===== config.mk =====
export PLATFORM = sky130hd
export DESIGN_NAME = pixel_brightness_contrast
export DESIGN_NICKNAME = d
export VERILOG_FILES = /design/src/rtl/pbc_pkg.sv /design/src/rtl/pbc_gain_div.sv /design/src/rtl/pbc_chan_map.sv /design/src/rtl/pixel_brightness_contrast.sv
export SDC_FILE = /design/constraint.sdc
export NUM_CORES = 1
export LEC_CHECK = 0
export ABC_AREA = 1
export BUFFER_PORTS_ARGS = -buffer_cell sky130_fd_sc_hd__buf_2
export CAP_MARGIN = 40
export CORE_MARGIN = 8
export CORE_UTILIZATION = 40
export CTS_BUF_LIST = sky130_fd_sc_hd__clkbuf_4
export CTS_CLUSTER_SIZE = 12
export DETAILED_ROUTE_END_ITERATION = 8
export PLACE_DENSITY_LB_ADDON = 0.12
export SLEW_MARGIN = 20
export SYNTH_ARGS = -nofsm -noshare
export SYNTH_HDL_FRONTEND = slang
export SYNTH_SLANG_ARGS = --single-unit

===== constraint.sdc =====
create_clock -name clk -period 10 [get_ports clk]
set_clock_uncertainty 0.15 [all_clocks]
set_input_delay 2 -clock clk [delete_from_list [all_inputs] [get_ports clk]]
set_output_delay 2 -clock clk [all_outputs]
set_load 0.02 [all_outputs]

===== src/rtl/pbc_pkg.sv =====
// Shared types and constants for the pixel brightness/contrast block.
`default_nettype none
package pbc_pkg;

  // Configuration port
  localparam int unsigned CFG_ADDR_W = 3;
  localparam int unsigned CFG_DATA_W = 32;

  // Register index, taken from paddr[2]
  localparam logic REG_BRIGHTNESS = 1'b0;
  localparam logic REG_CONTRAST   = 1'b1;

  // Gain divider operand widths and factors
  localparam int unsigned OPND_W = 17;
  localparam logic [OPND_W-1:0] GAIN_NUM_K = OPND_W'(259);
  localparam logic [OPND_W-1:0] GAIN_DEN_K = OPND_W'(255);

  typedef struct packed {
    logic [7:0] in_red;
    logic [7:0] in_green;
    logic [7:0] in_blue;
    logic [7:0] in_alpha;
  } pix_in_t;

  typedef struct packed {
    logic [7:0] out_red;
    logic [7:0] out_green;
    logic [7:0] out_blue;
    logic [7:0] out_alpha;
  } pix_out_t;

  typedef struct packed {
    logic busy;
    logic done;
  } div_status_t;

endpackage
`default_nettype wire


===== src/rtl/pbc_gain_div.sv =====
// Restoring divider that derives the contrast gain, one quotient bit per cycle.
`default_nettype none
module pbc_gain_div #(
  parameter int unsigned GAIN_FRACTION_BITS = 16
) (
  input  wire logic                           clk,
  input  wire logic                           rst_n,
  input  wire logic                           start,
  input  wire logic [7:0]                     contrast,
  output pbc_pkg::div_status_t                status,
  output      logic [GAIN_FRACTION_BITS+1:0]  gain
);
  import pbc_pkg::*;

  localparam int unsigned NW = OPND_W + GAIN_FRACTION_BITS;
  localparam int unsigned CW = $clog2(NW + 1);

  logic [9:0]        c_ext;
  logic [8:0]        num_fac;
  logic [8:0]        den_fac;
  logic [OPND_W-1:0] num_base;
  logic [OPND_W-1:0] den_base;

  logic [NW-1:0]     num_r, num_nxt;
  logic [OPND_W-1:0] rem_r, rem_nxt;
  logic [OPND_W-1:0] den_r, den_nxt;
  logic [CW-1:0]     cnt_r, cnt_nxt;
  logic              busy_r, busy_nxt;
  logic              done_r, done_nxt;

  logic [OPND_W:0]   trial;
  logic              ge;

  assign c_ext    = {{2{contrast[7]}}, contrast};
  assign num_fac  = 9'(c_ext + 10'd255);
  assign den_fac  = 9'(10'd259 - c_ext);
  assign num_base = OPND_W'(OPND_W'(num_fac) * GAIN_NUM_K);
  assign den_base = OPND_W'(OPND_W'(den_fac) * GAIN_DEN_K);

  assign trial = {rem_r, num_r[NW-1]};
  assign ge    = (trial >= {1'b0, den_r});

  always_comb begin
    num_nxt  = num_r;
    rem_nxt  = rem_r;
    den_nxt  = den_r;
    cnt_nxt  = cnt_r;
    busy_nxt = busy_r;
    done_nxt = 1'b0;
    if (start) begin
      num_nxt  = {num_base, GAIN_FRACTION_BITS'(0)};
      rem_nxt  = '0;
      den_nxt  = den_base;
      cnt_nxt  = CW'(NW);
      busy_nxt = 1'b1;
    end else if (busy_r) begin
      rem_nxt = ge ? OPND_W'(trial - {1'b0, den_r}) : trial[OPND_W-1:0];
      num_nxt = {num_r[NW-2:0], ge};
      cnt_nxt = cnt_r - 1'b1;
      if (cnt_r == CW'(1)) begin
        busy_nxt = 1'b0;
        done_nxt = 1'b1;
      end
    end
  end

  always_ff @(posedge clk) begin
    if (!rst_n) begin
      cnt_r  <= '0;
      busy_r <= 1'b0;
      done_r <= 1'b0;
    end else begin
      cnt_r  <= cnt_nxt;
      busy_r <= busy_nxt;
      done_r <= done_nxt;
    end
  end

  always_ff @(posedge clk) begin
    num_r <= num_nxt;
    rem_r <= rem_nxt;
    den_r <= den_nxt;
  end

  assign status.busy = busy_r | done_r;
  assign status.done = done_r;
  assign gain        = num_r[GAIN_FRACTION_BITS+1:0];

endmodule
`default_nettype wire


===== src/rtl/pbc_chan_map.sv =====
// One color channel: scale about mid-gray, round, add brightness, saturate.
`default_nettype none
module pbc_chan_map #(
  parameter int unsigned GAIN_FRACTION_BITS = 16
) (
  input  wire logic [7:0]                    pix,
  input  wire logic [GAIN_FRACTION_BITS+1:0] gain,
  input  wire logic [7:0]                    brightness,
  output      logic [7:0]                    result
);
  import pbc_pkg::*;

  localparam int unsigned PW = GAIN_FRACTION_BITS + 10;

  logic               neg;
  logic [7:0]         mag;
  logic [PW-1:0]      prod;
  logic [PW-1:0]      rnd;
  logic [9:0]         rmag;
  logic signed [11:0] sval;
  logic signed [11:0] sum;

  assign neg  = ~pix[7];
  assign mag  = neg ? 8'(8'd128 - pix) : 8'(pix - 8'd128);
  assign prod = PW'(mag) * PW'(gain);
  assign rnd  = prod + (PW'(1) << (GAIN_FRACTION_BITS - 1));
  assign rmag = rnd[GAIN_FRACTION_BITS+9:GAIN_FRACTION_BITS];
  assign sval = neg ? -$signed({2'b00, rmag}) : $signed({2'b00, rmag});
  assign sum  = sval + 12'sd128 + $signed({{4{brightness[7]}}, brightness});

  always_comb begin
    if (sum < 12'sd0) begin
      result = 8'd0;
    end else if (sum > 12'sd255) begin
      result = 8'd255;
    end else begin
      result = sum[7:0];
    end
  end

endmodule
`default_nettype wire


===== src/rtl/pixel_brightness_contrast.sv =====
// Top level of the pixel brightness/contrast block.
// Streams one RGBA pixel per clock while not stalled: each color channel v becomes
// clamp(round(F*(v-128)) + 128 + brightness, 0, 255), alpha passes through.
// Each transaction passes an input register, then a result register, and a new
// transaction is taken every cycle while the output side keeps up. Writing
// contrast starts a bit-serial divider that recomputes the gain F; counting the
// write's access cycle, the input stalls until the new gain is loaded. Brightness
// writes take effect at once.
`default_nettype none
module pixel_brightness_contrast #(
  parameter int unsigned GAIN_FRACTION_BITS = 16
) (
  input  wire logic                                clk,
  input  wire logic                                rst_n,
  input  wire logic                                in_valid,
  output      logic                                in_stall,
  input  wire pbc_pkg::pix_in_t                    in_data,
  output      logic                                out_valid,
  input  wire logic                                out_stall,
  output      pbc_pkg::pix_out_t                   out_data,
  input  wire logic                                psel,
  input  wire logic                                penable,
  input  wire logic                                pwrite,
  input  wire logic [pbc_pkg::CFG_ADDR_W-1:0]      paddr,
  input  wire logic [pbc_pkg::CFG_DATA_W-1:0]      pwdata,
  output      logic [pbc_pkg::CFG_DATA_W-1:0]      prdata,
  output      logic                                pready
);
  import pbc_pkg::*;

  localparam int unsigned GW = GAIN_FRACTION_BITS + 2;

  logic [7:0]    bright_r, bright_nxt;
  logic [7:0]    contrast_r, contrast_nxt;
  logic [GW-1:0] gain_r, gain_nxt;
  logic [GW-1:0] div_gain;
  div_status_t   div_st;

  logic          cfg_wr;
  logic          wr_contrast;

  pix_in_t       s1_r;
  logic          s1_valid_r, s1_valid_nxt;
  pix_out_t      out_r;
  logic          out_valid_r, out_valid_nxt;
  pix_out_t      mapped;

  logic          adv_out;
  logic          s1_ready;
  logic          in_accept;

  // Configuration
  assign pready      = 1'b1;
  assign cfg_wr      = psel & penable & pwrite;
  assign wr_contrast = cfg_wr && (paddr[2] == REG_CONTRAST);

  always_comb begin
    bright_nxt   = bright_r;
    contrast_nxt = contrast_r;
    if (cfg_wr) begin
      case (paddr[2])
        REG_BRIGHTNESS: bright_nxt   = pwdata[7:0];
        REG_CONTRAST:   contrast_nxt = pwdata[7:0];
        default:        bright_nxt   = bright_r;
      endcase
    end
  end

  always_comb begin
    case (paddr[2])
      REG_BRIGHTNESS: prdata = CFG_DATA_W'(bright_r);
      REG_CONTRAST:   prdata = CFG_DATA_W'(contrast_r);
      default:        prdata = '0;
    endcase
  end

  pbc_gain_div #(
    .GAIN_FRACTION_BITS(GAIN_FRACTION_BITS)
  ) u_gain_div (
    .clk      (clk),
    .rst_n    (rst_n),
    .start    (wr_contrast),
    .contrast (pwdata[7:0]),
    .status   (div_st),
    .gain     (div_gain)
  );

  assign gain_nxt = div_st.done ? div_gain : gain_r;

  // Pixel pipeline
  assign adv_out   = ~out_valid_r | ~out_stall;
  assign s1_ready  = ~s1_valid_r | adv_out;
  assign in_stall  = ~s1_ready | div_st.busy | wr_contrast;
  assign in_accept = in_valid & ~in_stall;

  assign s1_valid_nxt  = in_accept ? 1'b1 : (adv_out ? 1'b0 : s1_valid_r);
  assign out_valid_nxt = (s1_valid_r & adv_out) ? 1'b1 : (out_valid_r & out_stall);

  pbc_chan_map #(.GAIN_FRACTION_BITS(GAIN_FRACTION_BITS)) u_map_red (
    .pix (s1_r.in_red), .gain (gain_r), .brightness (bright_r), .result (mapped.out_red)
  );
  pbc_chan_map #(.GAIN_FRACTION_BITS(GAIN_FRACTION_BITS)) u_map_green (
    .pix (s1_r.in_green), .gain (gain_r), .brightness (bright_r), .result (mapped.out_green)
  );
  pbc_chan_map #(.GAIN_FRACTION_BITS(GAIN_FRACTION_BITS)) u_map_blue (
    .pix (s1_r.in_blue), .gain (gain_r), .brightness (bright_r), .result (mapped.out_blue)
  );
  assign mapped.out_alpha = s1_r.in_alpha;

  always_ff @(posedge clk) begin
    if (!rst_n) begin
      bright_r    <= '0;
      contrast_r  <= '0;
      gain_r      <= GW'(1) << GAIN_FRACTION_BITS;
      s1_valid_r  <= 1'b0;
      out_valid_r <= 1'b0;
    end else begin
      bright_r    <= bright_nxt;
      contrast_r  <= contrast_nxt;
      gain_r      <= gain_nxt;
      s1_valid_r  <= s1_valid_nxt;
      out_valid_r <= out_valid_nxt;
    end
  end

  always_ff @(posedge clk) begin
    if (in_accept) begin
      s1_r <= in_data;
    end
    if (s1_valid_r && adv_out) begin
      out_r <= mapped;
    end
  end

  assign out_valid = out_valid_r;
  assign out_data  = out_r;

  // Checks
  a_no_accept_while_div: assert property (@(posedge clk) disable iff (!rst_n)
    div_st.busy |-> in_stall)
    else $error("transaction accepted while gain divider busy");

  a_out_from_s1: assert property (@(posedge clk) disable iff (!rst_n)
    $rose(out_valid_r) |-> $past(s1_valid_r))
    else $error("result appeared without a staged transaction");

  a_gain_only_on_done: assert property (@(posedge clk) disable iff (!rst_n)
    ($past(rst_n) && !$stable(gain_r)) |-> $past(div_st.done))
    else $error("gain changed outside divider completion");

endmodule
`default_nettype wire


# == After elaboration in Yosys (flattened, before gate mapping) ==
# Index checks and enable logic that the tools add are counted.
# word_totals
register_bits,175
inputBits,74
output_inout_bits,67
elab_cells,104
# op_classes
n_addsub,22
n_mul,5
order_cmp,7
n_eq_ne,1
mux,22
bitwise,18
n_reduce_logical,8
# ops
operator,count
"26-bit by 16-bit adder with 26-bit output, second input constant",3
8-bit by 18-bit multiplier with 26-bit output,3
33-bit 2-to-1 mux,2
32-bit case mux with 2 select lines,1
8-bit 2-to-1 mux,6
12-bit by 8-bit adder with 12-bit output,3
"12-bit by 9-bit adder with 12-bit output, second input constant",3
"12-bit by 9-bit greater-than comparator with 1-bit output, second input constant",3
"12-bit by 1-bit less-than comparator with 1-bit output, second input constant",3
12-bit 2-to-1 mux,3
10-bit negation with 12-bit output,3
"8-bit subtractor, first input constant",3
"8-bit subtractor, second input constant",3
18-bit by 17-bit greater-or-equal comparator with 1-bit output,1
"9-bit by 8-bit multiplier with 17-bit output, second input constant",1
"9-bit by 9-bit multiplier with 17-bit output, second input constant",1
17-bit 2-to-1 mux,1
17-bit subtractor,1
6-bit 2-to-1 mux,2
"8-bit by 9-bit adder with 9-bit output, second input constant",1
"9-bit subtractor, first input constant",1
1-bit NOT,8
1-bit 2-to-1 mux,7
"6-bit by 1-bit equality test with 1-bit output, second input constant",1
8 further kinds,19

# == Depth between registers and ports, before layout ==
# Gate-level depths: netlist of run 1.
# depth
word_depth,10
mapped_depth,55
depth_no_buf,53

# == Hierarchy ==
# A second synthesis of run 1 with hierarchy kept.
# unflattened
hier_cells,4050
area_unflattened_um2,29467.0
# by_module_without_submodules
mod,instances,cells_per_inst,area_per_inst_um2,seq_area_each_um2
pbc_chan_map (u_map_blue ...),2,971,6358.6,0.0
pbc_gain_div,1,932,7221.9,1841.8
pbc_chan_map (u_map_red),1,897,6002.0,0.0
pixel_brightness_contrast,1,279,3525.9,2642.5

# == Worst setup path before layout of run 1 ==
# OpenSTA, ideal clock, no wires.
# synth_path
path_kind,reg2reg
startpoint,register s1_r[24] in the netlist's numbering
endpoint,"register out_r, in the netlist out_data[24] (data pin)"
setup_time_ns,0.254
arrival_ns,7.517
t_required_ns,9.596
slack_ns,2.079
path_stages_with_launch,45
n_path_buf,2
period_less_slack_ns,7.921
cell_sequence,edfxtp_1 buf_2 inv_1 ha_1 inv_1 nor2_1 inv_1 nor2_1 inv_1 o31ai_1 or2_2 nand2_1 inv_1 buf_2 nor2_1 fa_1 fa_1 fa_1 [9 not listed] nand2_2 xor2_2 ha_1 nand2_1 o21ai_0 ha_1 ha_1 fa_1 a21oi_1 o21bai_1 nand2_1 nand2_1 a21o_1 a21oi_1 xor2_1 nand3_2 nand2_4 nor2_2
# synth_via
elab_chain_cells,10
word_cells_on_any_way,12
cone_classes,add/sub (6); mul (1); order compare (2); mux (3)
# synth_rtl
element,line,source
start: declaration,pixel_brightness_contrast.sv:42,pix_in_t s1_r;
start signal: assignment,pixel_brightness_contrast.sv:128,s1_r <= in_data;
8-bit subtractor,pbc_chan_map.sv:24,assign mag = neg ? 8'(8'd128 - pix) : 8'(pix - 8'd128);
8-bit 2-to-1 mux (*),pbc_chan_map.sv:24,
8-bit by 18-bit multiplier with 26-bit output (*),pbc_chan_map.sv:25,assign prod = PW'(mag) * PW'(gain);
26-bit by 16-bit adder with 26-bit output (*),pbc_chan_map.sv:26,assign rnd = prod + (PW'(1) << (GAIN_FRACTION_BITS - 1));
10-bit negation with 12-bit output,pbc_chan_map.sv:28,"assign sval = neg ? -$signed({2'b00, rmag}) : $signed({2'b00, rmag});"
12-bit 2-to-1 mux (*),pbc_chan_map.sv:28,
12-bit by 9-bit adder with 12-bit output (*),pbc_chan_map.sv:29,"assign sum = sval + 12'sd128 + $signed({{4{brightness[7]}}, brightness});"
12-bit by 8-bit adder with 12-bit output (*),pbc_chan_map.sv:29,
12-bit by 9-bit greater-than comparator with 1-bit output,pbc_chan_map.sv:34,end else if (sum > 12'sd255) begin
8-bit 2-to-1 mux,pbc_chan_map.sv:34,
end signal: assignment,pixel_brightness_contrast.sv:131,out_r <= mapped;
end: declaration,pixel_brightness_contrast.sv:44,pix_out_t out_r;
# Mark *: on every way between the ends. The rest lies on a longest branch, timed or not.
# A chain may end at the register's enable or synchronous reset.

# == Final worst setup path of run 1 ==
# layout_path
startpoint,register s1_r[25] in the netlist's numbering
endpoint,"register out_r, in the netlist out_data[26] (data pin)"
# The elaborated chain is that of the path after synthesis.

==> results of run 1 <==
## worst max-delay path, delay by kind of cell (launching register included)
family,cells,cell delay (ns)
AO/OA/AOI/OAI,6,1.16
XOR/XNOR,2,0.45
adder cells (fa/ha/maj),9,3.46
buffers and inverters,9,1.00
flip-flops,1,0.49
AND/OR/NAND/NOR,19,2.10
## cells by family (layout without fill, tap and decap cells)
| kind of cell | Yosys count | after routing | share of synthesized area [%] |
|---|---|---|---|
| AO/OA/AOI/OAI | 352 | 352 | 6.89 |
| XOR/XNOR | 93 | 93 | 3.00 |
| adder cells (fa/ha/maj) | 655 | 655 | 38.5 |
| buffers and inverters | 1010 | 1061 | 14.1 |
| flip-flops | 175 | 175 | 16.2 |
| other | 2 | 26 | 0.0272 |
| AND/OR/NAND/NOR | 1401 | 1401 | 21.2 |
## layout make-up
type                    count  share of cell area (%)
multi-input cells        2526                    65.6
flip-flops and latches    175                    15.2
inverters                 892                    11.4
well taps                 882                    3.74
repair buffers            137                    2.98
clock inverters            15                   0.649
clock buffers              17                   0.433
diodes                      1                 0.00849
## final timing paths
| check | depth (start not counted) | slack, ns | to |
|---|---|---|---|
| max | 45 | 0.94 | out_data[26] |
| min | 0 | 0.28 | out_data[7] |
| max reg2reg | 45 | 0.94 | out_data[26] |
| min reg2reg | 0 | 0.28 | out_data[7] |
## metrics by stage
| step | utilization (%) | instance area (sq um) | setup slack [ns] | std cells | total power [mW] |
|---|---|---|---|---|---|
| CTS | 43.0 | 29500 | 0.932 | 4643 | 2.71 |
| floorplan | - | 27700 | 2.08 | 3711 | 1.92 |
| finish | 43.1 | 29500 | 0.939 | 4645 | 2.67 |
| global route | 43.1 | 29500 | 0.177 | 4645 | 2.92 |
| global placement | 42.4 | 29000 | 0.944 | 4605 | 2.22 |
| detailed placement | 42.6 | 29100 | 0.978 | 4611 | 2.23 |
## power by group through the flow
stage	sequential, mW	clock, mW	combinational (mW)
final	0.894	0.471	1.30
after global routing	0.899	0.511	1.51
after CTS	0.895	0.492	1.33
after detailed placement	0.911	0	1.32
after global placement	0.910	0	1.31
after floorplan	0.912	0	1.01
## metal layers
layer / vias to the layer above / track usage, % / routed length, um
met1: 10400 / 26.7 / 35400
met5: - / 0 / 13
li1: 11200 / - / -
met2: 420 / 31.8 / 33400
met4: 2 / 5.23 / 1720
met3: 78 / 2.37 / 3400
## state kept, by name, summed over array words and instances (netlist names)
signal	flops
u_gain_div.num_r	33
out_data	32
s1_r	24
gain_r	18
u_gain_div.den_r	17
u_gain_div.rem_r	17
bright_r	8
contrast_r	8
mapped	8
u_gain_div.cnt_r	6
out_valid	1
s1_valid_r	1
u_gain_div.busy_r	1
u_gain_div.done_r	1
## layout by cell type (no fill, tap or decap), drive strengths merged, types with 2 or more instances in the layout
cell    synthesis  routed
nor3           22      22
xnor2          33      33
o21ai         121     121
a21oi         171     171
a31oi           4       4
o211ai         16      16
xor2           60      60
or2            11      11
fa            325     325
o22ai          15      15
nor4            4       4
nand4          34      34
nand3          94      94
o31ai           4       4
nor2          471     471
edfxtp         98      98
buf            41     137
nand2         749     749
a21o            5       5
a22o            5       5
clkinv          9      16
ha            330     330
o21a            2       2
conb            2      25
o21bai          7       7
nand3b         12      12
inv           883     890
clkbuf         77      17
and2            3       3
dfxtp          77      77
==> results.md, run 1 <==
- The peak fanout along the critical path is 13.
- The flip-flop cell with the highest count after synthesis is edfxtp_1.
- After synthesis, the largest area contributor takes up 23.6% of total cell area.
- By count the netlist is led by inv_1 (876), nand2_1 (720), nor2_1 (435), ha_1 (330), fa_1 (325).
- By startpoint and endpoint, the worst setup path is classified as register to register.
- In the final layout, the share of cells above drive strength 1 is roughly 7.2%.
- The storage element area is approximately 4500 sq um.
- No sink is reached through more buffers than the 2 on the longest clock path.
- Synthesis inferred 175 register bits.
- Clock latency on the worst-skew pair, taken at its later pin, is 0.66 ns.
- The share of the cycle needed by the critical path after routing is 90.6%.
- The nature of the critical path startpoint is a register.
- The number of instances resized during post-cts repair is 0.
- Counting every sink on the clock net gives around 180.
- Counting flops with a built-in enable in the synthesized netlist gives 98.
- The filler cells instantiated in the layout total 7232.
- After clock tree synthesis, the clock-pin slew on the worst setup and hold paths is 0.18 ns.
- The CTS tree is done.
- In this run, the number of DRC markers left after iteration 0 of detailed routing was 1257.
- The delay of the slowest critical-path stage is 0.57 ns.
- Using the TritonRoute via totals, the vias-per-cell ratio works out to 4.77.
- After synthesis, the mean cell area works out to 7.49 sq um.
- The die covers 77700 sq um.
- After detailed routing, the average wire length per cell comes to about 16 um.
- The worst endpoint required time is about 10 ns.
- Adding up every negative setup slack in the final design gives 0 ns.
- The final-report setup violation count is 0.
- Combinational logic burns a little under 50% of the power.
- The kind of capture point of the worst setup path is a register.
- The final weighted congestion in routability-driven placement is 0.883.
- Static timing analysis puts the maximum clock frequency at 110 MHz.
- The number of antenna violations at the first check in global routing is 2.
- The clock network is responsible for between 15 and 20% of the overall power.
- The number of buffers inserted to repair setup after CTS is 0.
- Global routing consumed, over all layers together, about 19% of the routing resources.
- The most area-hungry cell type in the Yosys netlist is fa_1.
- The count of input and output buffers is 89.
- The layout net count is ~4500.
- The detailed-route DRC error count is 0.
- At the pin with the least slew margin, the transition time is 0.902 ns.
- In this run the critical register-to-register path is launched from s1_r[25].
- In the synthesized netlist, the number of instances is 3688.
- Of the synthesized area, sequential elements account for 16.2%.
- The total detailed-routing wirelength is 73900 um.
- The maximum number of pins on one net before global-route repair is 52.
- The count of hold-fix buffers inserted at cts is 0.
- The critical path arrival is between 9 and 10 ns.
- The switching power as a share of total power is between 40 and 50%.
- The cell repeated most along the worst path is inv_1.
- The clock tree synthesis step divided the H-tree into 4 levels.
- The power density normalized to cell area is 90.5 nW/um^2.
- The initial cell density of the core is 40.3%.
- The die is ~280 um tall.
- The run finished with clean final reports.
- By area the synthesized netlist is led by fa_1 (24%), ha_1 (15%), inv_1 (12%).
- The first global-routing pass estimated 121000 um of wire.
- The number of hold-slack violations in the final timing report is 0.
- The number of maximum-capacitance constraint violations is 0.
- After synthesis, the share of flip-flops with an asynchronous set or reset is 0%.
- Relative to the synthesized area, the layout overhead comes to 6.74%.
- The number of global-route vias before repair is between 20000 and 25000.
- After layout, the minimum clock period comes to a little over 9 ns.
- Detailed placement finished with a half-perimeter wire length of 59500 um.
- The internal power is about 1.5 mW.
- Sequential cells burn 33.5% of the power.
- The maximum vdd drop is 0.152 mV.
- The highest-delay cell along the critical path is fa_1.
- The placeable core region is 68500 sq um.
- The number of vias in the routed layout is 22200.
- The number of nets still failing antenna checks after routing is 0.
- In this run the tightest slew margin relative to its limit is roughly 40%.
- For this run the aggregate overflow at the end of global routing stands at 0.
- In this run the most critical hold path is launched from mapped[7].
- The startpoint of the most critical setup path is s1_r[25].
- The number of pins exceeding their max-slew limit in the final report came to 0.
- In this run the core area contains 96 standard-cell rows.
- The multi-input combinational cells in the finished layout cover a total of 19300 sq um.
- The distinct cell type count after synthesis is 49.
- The analysis attributes to net switching a power of 1.16 mW.
- After synthesis the cells add up to approximately 28000 sq um.
- The cell at the root of the clock tree is clkbuf_4.
- 141 I/O pins were placed.
- The min-delay analysis places its worst path in the category register to register.
- The first TritonRoute pass finished after 5 iterations.
- TritonCTS created 17 clock buffers.
- By instance count, the leading cell after synthesis is inv_1.
- Setup repair after global routing left no endpoint under its margin.
- The die is 279 um wide.
- The hold slack is approximately 0.28 ns.
- The total number of yosys warnings is 0.
- The standby leakage power is 16.1 nW.
Power figures use the tool's default switching activity.
==> run 2, diff against run 1 <==
--- a/config.mk
+++ b/config.mk
@@ -5,12 +5,12 @@
 export SDC_FILE = /design/constraint.sdc
 export NUM_CORES = 1
 export LEC_CHECK = 0
-export ABC_AREA = 1
 export BUFFER_PORTS_ARGS = -buffer_cell sky130_fd_sc_hd__buf_2
 export CAP_MARGIN = 40
 export CORE_MARGIN = 8
 export CORE_UTILIZATION = 40
 export CTS_BUF_LIST = sky130_fd_sc_hd__clkbuf_4
+export CTS_CLUSTER_DIAMETER = 60
 export CTS_CLUSTER_SIZE = 12
 export DETAILED_ROUTE_END_ITERATION = 8
 export PLACE_DENSITY_LB_ADDON = 0.12
==> run 2 against run 1 <==
Net effect: register-to-register slack got worse by 0.28 ns; design area decreased by 3.6%; worst setup slack got worse by 0.28 ns; count of clock-buffer cells in the layout increased by 3; worst hold slack got worse by 0.0091 ns; largest cell class unchanged.
==> results.md, run 2 <==
- Fill cells in the final layout number roughly 6500.
- Synthesis produced a netlist whose cell count is 2907.
- The share of layout cells above drive strength 1 is 7.71%.
- For flop-to-flop paths, the worst setup slack is roughly 0.66 ns.
- The peak fanout along the critical path is 12.
- The routed wirelength normalized by instance count is 15.9 um.
- Of the post-synthesis cell area, the dominant cell type holds 24.6%.
- The register with the most flip-flops is u_gain_div.num_r.
- STA classifies the critical path endpoint as a register.
- The largest total area in the synthesized netlist belongs to fa_1.
- Across the run, the number of max-cap violations was 0.
- The hold slack is 0.272 ns.
- The clock passes through at most 2 buffers.
- The vertical die dimension is 273 um.
- After the first detailed-routing iteration, the DRC count stood at 797.
- The critical path arrival is 9.76 ns.
- The floorplan step set the die width to roughly 270 um.
- Clock-pin slew was measured on the worst setup and hold paths at 0.16 ns.
- Sorting the synthesized cells by area gives the leading types as fa_1 (25%), ha_1 (16%), edfxtp_1 (11%).
- At the worst endpoint, the required time is 10.42 ns.
- Global routing consumed, over all layers together, 16.8% of the routing resources.
- From synthesis to final layout, the design area changed by 7.27%.
- The number of instances resized during post-cts repair is 0.
- The clock net in this run drives a total of 175 sinks.
- The proportion of register bits with asynchronous set or reset after synthesis is 0%.
- The total number of H-tree levels is 4.
- The destination of the worst register-to-register timing path is out_data[20].
- The measured slew at the worst slew-check pin is 0.755 ns.
- Summing all placed instances gives a cell area of 28100 sq um.
- In this run the mean area of a mapped cell was ~9.1 sq um.
- The top cell types in the final layout, fill and taps aside, are inv_1 (563), ha_1 (330), fa_1 (325), and2_1 (271), nand2_1 (193).
- The wire length of the first global-routing pass is 103000 um.
- The most common cell in the synthesized netlist is inv_1.
- In this run the most critical hold path is launched from mapped[2].
- Once layout is done, the placed cells without fillers occupy 28400 sq um.
- The storage element area is 4490 sq um.
- The number of vias in the routed layout is 18900.
- The net count of the finished layout is 3698.
- The delay of the slowest critical-path stage is 0.60 ns.
- The most used flip-flop cell after synthesis is edfxtp_1.
- For this design the ratio of total power to cell area is 106 nW/um^2.
- The number of cell instances on the worst register-to-register path is 35.
- The critical path class is register to register.
- Sequential cells burn 31.5% of the power.
- The count of buffers added on input and output ports is approximately 90.
- The number of nets still failing antenna checks after routing is 0.
- The total power after layout is 3.00 mW.
- The worst hold path belongs to the class register to register.
- The number of synthesized register bits is 175.
- The final-report setup violation count is 0.
- The initial utilization of the core area, before any placement, comes to 40.4%.
- Summed over all nets, the switching power comes to roughly 1.2 mW.
- In this run the tightest slew margin relative to its limit is approximately 49%.
- The floorplan step defined a die boundary enclosing about 75000 sq um.
- Entering global routing, the biggest net connects 74 pins.
- In the synthesized netlist, the cells that appear most often are inv_1 (563), ha_1 (330), fa_1 (325), and2_1 (272), nand2_1 (193).
- The number of pins exceeding their max-slew limit in the final report is 0.
- The combined area of the multi-input logic cells is ~19000 sq um.
- Routability-driven placement finished with a final weighted congestion of 0.843.
- Summing every instance area after synthesis gives around 26000 sq um.
- The total detailed-routing wirelength is 61200 um.
- The clock latency reported for the late side of the worst-skew pair is 0.72 ns.
- The count of hold-fix buffers inserted at cts is 0.
- Static timing analysis puts the maximum clock frequency at 107 MHz.
- Once the clock tree was built, the setup fixing pass inserted 0 buffers.
- The launch instance of the worst register-to-register path is s1_r[17].
- The aggregate global routing overflow is 0.
- The part of the power in combinational logic is 52.4%.
- Using the TritonRoute via totals, the vias-per-cell ratio works out to 4.91.
- Setup repair after global routing left no endpoint under its margin.
- Per report_power, the clock group accounts for 16.1% of the total.
- The CTS tree is done.
- The commonest non-fill, non-tap cell in the layout is inv_1.
- The placeable core region is approximately 66000 sq um.
- The distinct cell type count after synthesis is 89.
- The maximum vdd drop is around 0.12 mV.
- The end point of the most critical hold path is out_data[2].
- The total negative setup slack is 0 ns.
- Detailed placement ended at an HPWL of 47700 um.
- Along the worst hold path, the cell count comes to 0.
- The number of synthesized flops with an enable pin is 98.
- The register with the most flip-flops in the layout has 33 of them.
- The I/O pin count is 141.
- In the routed design, unresolved DRC markers number 0.
- The first TritonRoute pass finished after 5 iterations.
- The flow ran to the end, and the final reports show no timing, DRC or antenna violations.
- The Yosys step of the flow raised 0 warnings.
- The internal power is 1.77 mW.
- The number of hold-slack violations in the final timing report is 0.
- The cell at the root of the clock tree is clkbuf_4.
- The floorplan row count is 94.
- The number of global-route vias before repair is 19900.
- Of the total power, the share spent switching nets is 41.2%.
- The number of buffers created by CTS is 17.
- The time the final worst path needs with I/O delays and setup is about 9.3 ns.
- The final core utilization is 43.3%.
- Sequential elements use 16.9% of the synthesized area.
- The share of the cycle needed by the critical path after routing is 93.4%.
- STA classifies the critical path startpoint as a register.
- On the critical path, the stage with the largest delay is an instance of xnor2_1.
- The number of antenna violations at the first check in global routing came to 2.
- The standby leakage power is around 14 nW.
==> run 2: changes by cell type after synthesis, sizes merged, moves of 27 or more <==
cell,change
o21ai,-37
and2,+269
nand2,-556
nand3,-58
nand4,-27
inv,-320
xnor2,+63
a21oi,-62
nor2,-369
nor2b,+79
mux2i,+47
o21a,+32
==> run 2: metrics by stage <==
stage	setup WS [ns]	cells
floorplan	1.32	2930
global placement	0.597	3804
detailed placement	0.689	3812
CTS	0.579	3844
global route	0.0170	3848
finish	0.657	3850
==> run 2: final cells by class <==
type	instances	share of cell area, %
multi-input combinational	2059	68.2
sequential	175	15.8
inverter	563	7.43
tap	864	3.80
timing repair buffer	153	3.58
clock inverter	12	0.590
clock buffer	20	0.528
antenna	4	0.0352
==> run 2: logic make-up after synthesis <==
family	synth area share, %
flops	16.9
fa+ha+maj	40.1
mux	2.17
other cells	0.0283
simple gates	15.9
compound gates	9.75
xor+xnor	4.84
buf+inv	10.2
==> run 2: critical path, delay by kind of cell, from the launching register on <==
kind | cells | cell delay (ns)
adders and majority gates | 10 | 3.56
AOI/OAI and AO/OA | 12 | 2.65
xor gates and xnor gates | 4 | 1.33
buffers and inverters | 5 | 0.63
DFF | 1 | 0.45
and+or+nand+nor | 4 | 0.42
==> run 2: worst max path at each step <==
stage | start | end | slack (ns) | depth (start not counted)
global placement | s1_r[15] | out_data[10] | 0.60 | 32
floorplan | s1_r[8] | out_data[11] | 1.32 | 34
detailed placement | s1_r[17] | out_data[20] | 0.69 | 35
global route | s1_r[15] | out_data[10] | 0.02 | 33
CTS | s1_r[17] | out_data[20] | 0.58 | 35
finish | s1_r[17] | out_data[20] | 0.66 | 35
==> run 2: power by group through the flow <==
stage	clock network (mW)	logic [mW]	registers [mW]
global route	0.532	1.80	0.956
floorplan	0	1.22	0.958
global placement	0	1.54	0.962
detailed placement	0	1.57	0.963
CTS	0.516	1.59	0.948
finish	0.485	1.57	0.946
==> run 2: routing by layer <==
layer  up-vias  GRT usage [%]  share of wire [%]
li1       9321              -                  -
met1      9323           23.6                 50
met2       209           27.3                 46
met3        46           2.21                2.6
met4         0           4.35                1.7
met5         -              0                  0
==> run 3, diff against run 2 <==
--- a/config.mk
+++ b/config.mk
@@ -14,6 +14,7 @@
 export CTS_CLUSTER_SIZE = 12
 export DETAILED_ROUTE_END_ITERATION = 8
 export PLACE_DENSITY_LB_ADDON = 0.12
+export RECOVER_POWER = 50
 export SLEW_MARGIN = 20
 export SYNTH_ARGS = -nofsm -noshare
 export SYNTH_HDL_FRONTEND = slang
==> run 3 against run 2 <==
Net effect: sequential share of layout area is essentially flat; worst setup slack gained 0.0048 ns; highest routed layer unchanged; largest power group unchanged; largest cell class unchanged; critical path depth is the same; the flow now finishes with violations (max-capacitance violations, max-slew violations); core utilization shrank 0.091 points; first-iteration DRC count shrank 1.6%.
==> results.md, run 3 (synthesis gave the netlist of run 2 again) <==
- The flow ran to the end, but the final reports show violations.
- The final reports fail on max-capacitance violations, max-slew violations.
- Relative to the synthesized area, the layout overhead comes to 7.04%.
- The CTS tree is done.
- The peak fanout along the critical path is 12.
- The share of layout cells above drive strength 1 is 7.38%.
- The core region is 65600 sq um.
- Summing over every cut layer, the via total after detailed routing is approximately 19000.
- The die covers 74700 sq um.
- The vertical die dimension is 273 um.
- The standby leakage power is about 14 nW.
- Clock-pin slew was measured on the worst setup and hold paths at about 0.16 ns.
- For this run, the post-layout net count is roughly 3700.
- The number of global-route vias before repair is 19900.
- The number of hold-slack violations in the final timing report is 0.
- The H-tree generated during clock tree synthesis spans 4 levels.
- The number of placed instances, taps included, is 3812.
- The detailed placer's ending HPWL is approximately 48000 um.
- Power spread over the standard cell area amounts to 106 nW/um^2.
- Setup violations remaining at the end of the flow were counted as 0.
- The overall track demand over capacity in global routing is 16.8%.
- The time the final worst path needs with I/O delays and setup is 9.34 ns.
- For this run the aggregate overflow at the end of global routing stands at 0.
- The delay of the slowest critical-path stage is ~0.60 ns.
- Measured on the finished design, the core utilization comes to 43.2%.
- The worst endpoint required time is 10.42 ns.
- The cell at the root of the clock tree is clkbuf_4.
- Row generation in the floorplan step produced between 90 and 100 rows.
- Prior to clock tree synthesis, the placed netlist has a worst setup slack of 0.689 ns.
- The detailed-route DRC error count is 0.
- The routed wirelength normalized by instance count is 15.9 um.
- The longest clock path from root to sink contains 2 buffers.
- The count of hold-fix buffers inserted at cts is 0.
- The number of buffers inserted to repair setup after CTS is 0.
- The tree built by TritonCTS fans out to between 150 and 200 sinks.
- Summing all placed instances gives a cell area of about 28000 sq um.
- The clock latency reported for the late side of the worst-skew pair is 0.72 ns.
- After clock tree synthesis, the repair step resized 0 gates.
- Setup repair after global routing left no endpoint under its margin.
- The die is 273 um wide.
- After routing the design area is about 28000 sq um.
- The via-per-instance ratio is 4.91.
- STA puts the critical path data arrival time at 9.75 ns.
- Pin placement for this block handled 141 I/O pins.
- The kind of path behind the tightest hold check is register to register.
- Derived from the worst setup path, the maximum achievable clock frequency is 107 MHz.
- The number of nets still failing antenna checks after routing is 0.
- Summed over all failing endpoints, the final setup total negative slack is 0 ns.
- Total power for the finished layout comes to about 3 mW.
- In this run the tightest slew margin relative to its limit is -67.3%.
- STA classifies the critical path endpoint as a register.
- For this block, the initial DRC count from the detailed router was 784.
- The nature of the critical path startpoint is a register.
- The number of buffers created by CTS is 17.
- The wire length of the first global-routing pass is 103000 um.
- The tool flagged a number of max-cap violations equal to 3.
- IR analysis of the VDD net gives a maximum drop of 0.123 mV.
- The register with the most flip-flops in the layout has 33 of them.
- The total detailed-routing wirelength is just over 60000 um.
- The count of input and output buffers is 89.
- The library cells used most frequently in the layout, excluding fill and tap cells, are inv_1 (563), ha_1 (330), fa_1 (325), and2_1 (271), nand2_1 (193).
- The maximum number of pins on one net before global-route repair is 74.
- The number of antenna violations at the first check in global routing is 2.
- The worst setup path is of the register to register kind.
- The number of iterations in the first detailed-routing pass is 5.
- The highest-delay cell along the critical path is xnor2_1.
- The final cell count without fillers is between 3000 and 4000.
- The register with the most flip-flops is u_gain_div.num_r.
- For the pin with the worst max-slew slack, the measured transition is 2.51 ns.
- The library cell used most frequently in the layout, excluding fill and tap cells, is inv_1.
- The number of pins exceeding their max-slew limit in the final report is 145.
- The hold slack is about 0.27 ns.
- In the finished design, the share of the clock period the worst path needs comes to about 93%.
- Setup slack closes at about 0.66 ns.
- For this configuration, the core starts out at a cell density of 40.4%.
- Routability-driven placement finished with a final weighted congestion of 0.843.
[run 3: layer usage]
layer  track usage (%)  wire, um  vias up
met4              4.35      1060        0
met1              23.6     30400     9341
li1                  -         -     9322
met3              2.21      1540       46
met5                 0         0        -
met2              27.3     28200      202
[run 3: worst max-delay path: cells and delay by family (launching register included)]
kind | cells | cell delay, ns
flops | 1 | 0.45
buf+inv | 5 | 0.63
simple gates | 4 | 0.42
xor+xnor | 4 | 1.33
fa+ha+maj | 10 | 3.56
compound gates | 12 | 2.65
[run 3: report_power, final]
part	switching, mW	internal, mW	total, mW
logic	0.891	0.680	1.57
clock network	0.295	0.189	0.484
registers	0.0510	0.896	0.947
total	1.24	1.76	3.00
[run 3: path summary, 6_finish.rpt]
| path | startpoint | slack, ns | endpoint | depth (start not counted) |
|---|---|---|---|---|
| worst min-delay path | mapped[2] | 0.27 | out_data[2] | 0 |
| worst max-delay path | s1_r[17] | 0.66 | out_data[20] | 35 |
| worst min register to register | mapped[2] | 0.27 | out_data[2] | 0 |
| worst max register to register | s1_r[17] | 0.66 | out_data[20] | 35 |
[run 3: cell type report]
class | instances | area [sq um]
fill | 6529 | 37300
clock buffer | 20 | 150
sequential | 175 | 4490
clock inverter | 12 | 168
inverter | 563 | 2110
antenna | 4 | 10.0
timing repair buffer | 153 | 970
multi-input combinational | 2059 | 19400
tap | 864 | 1080
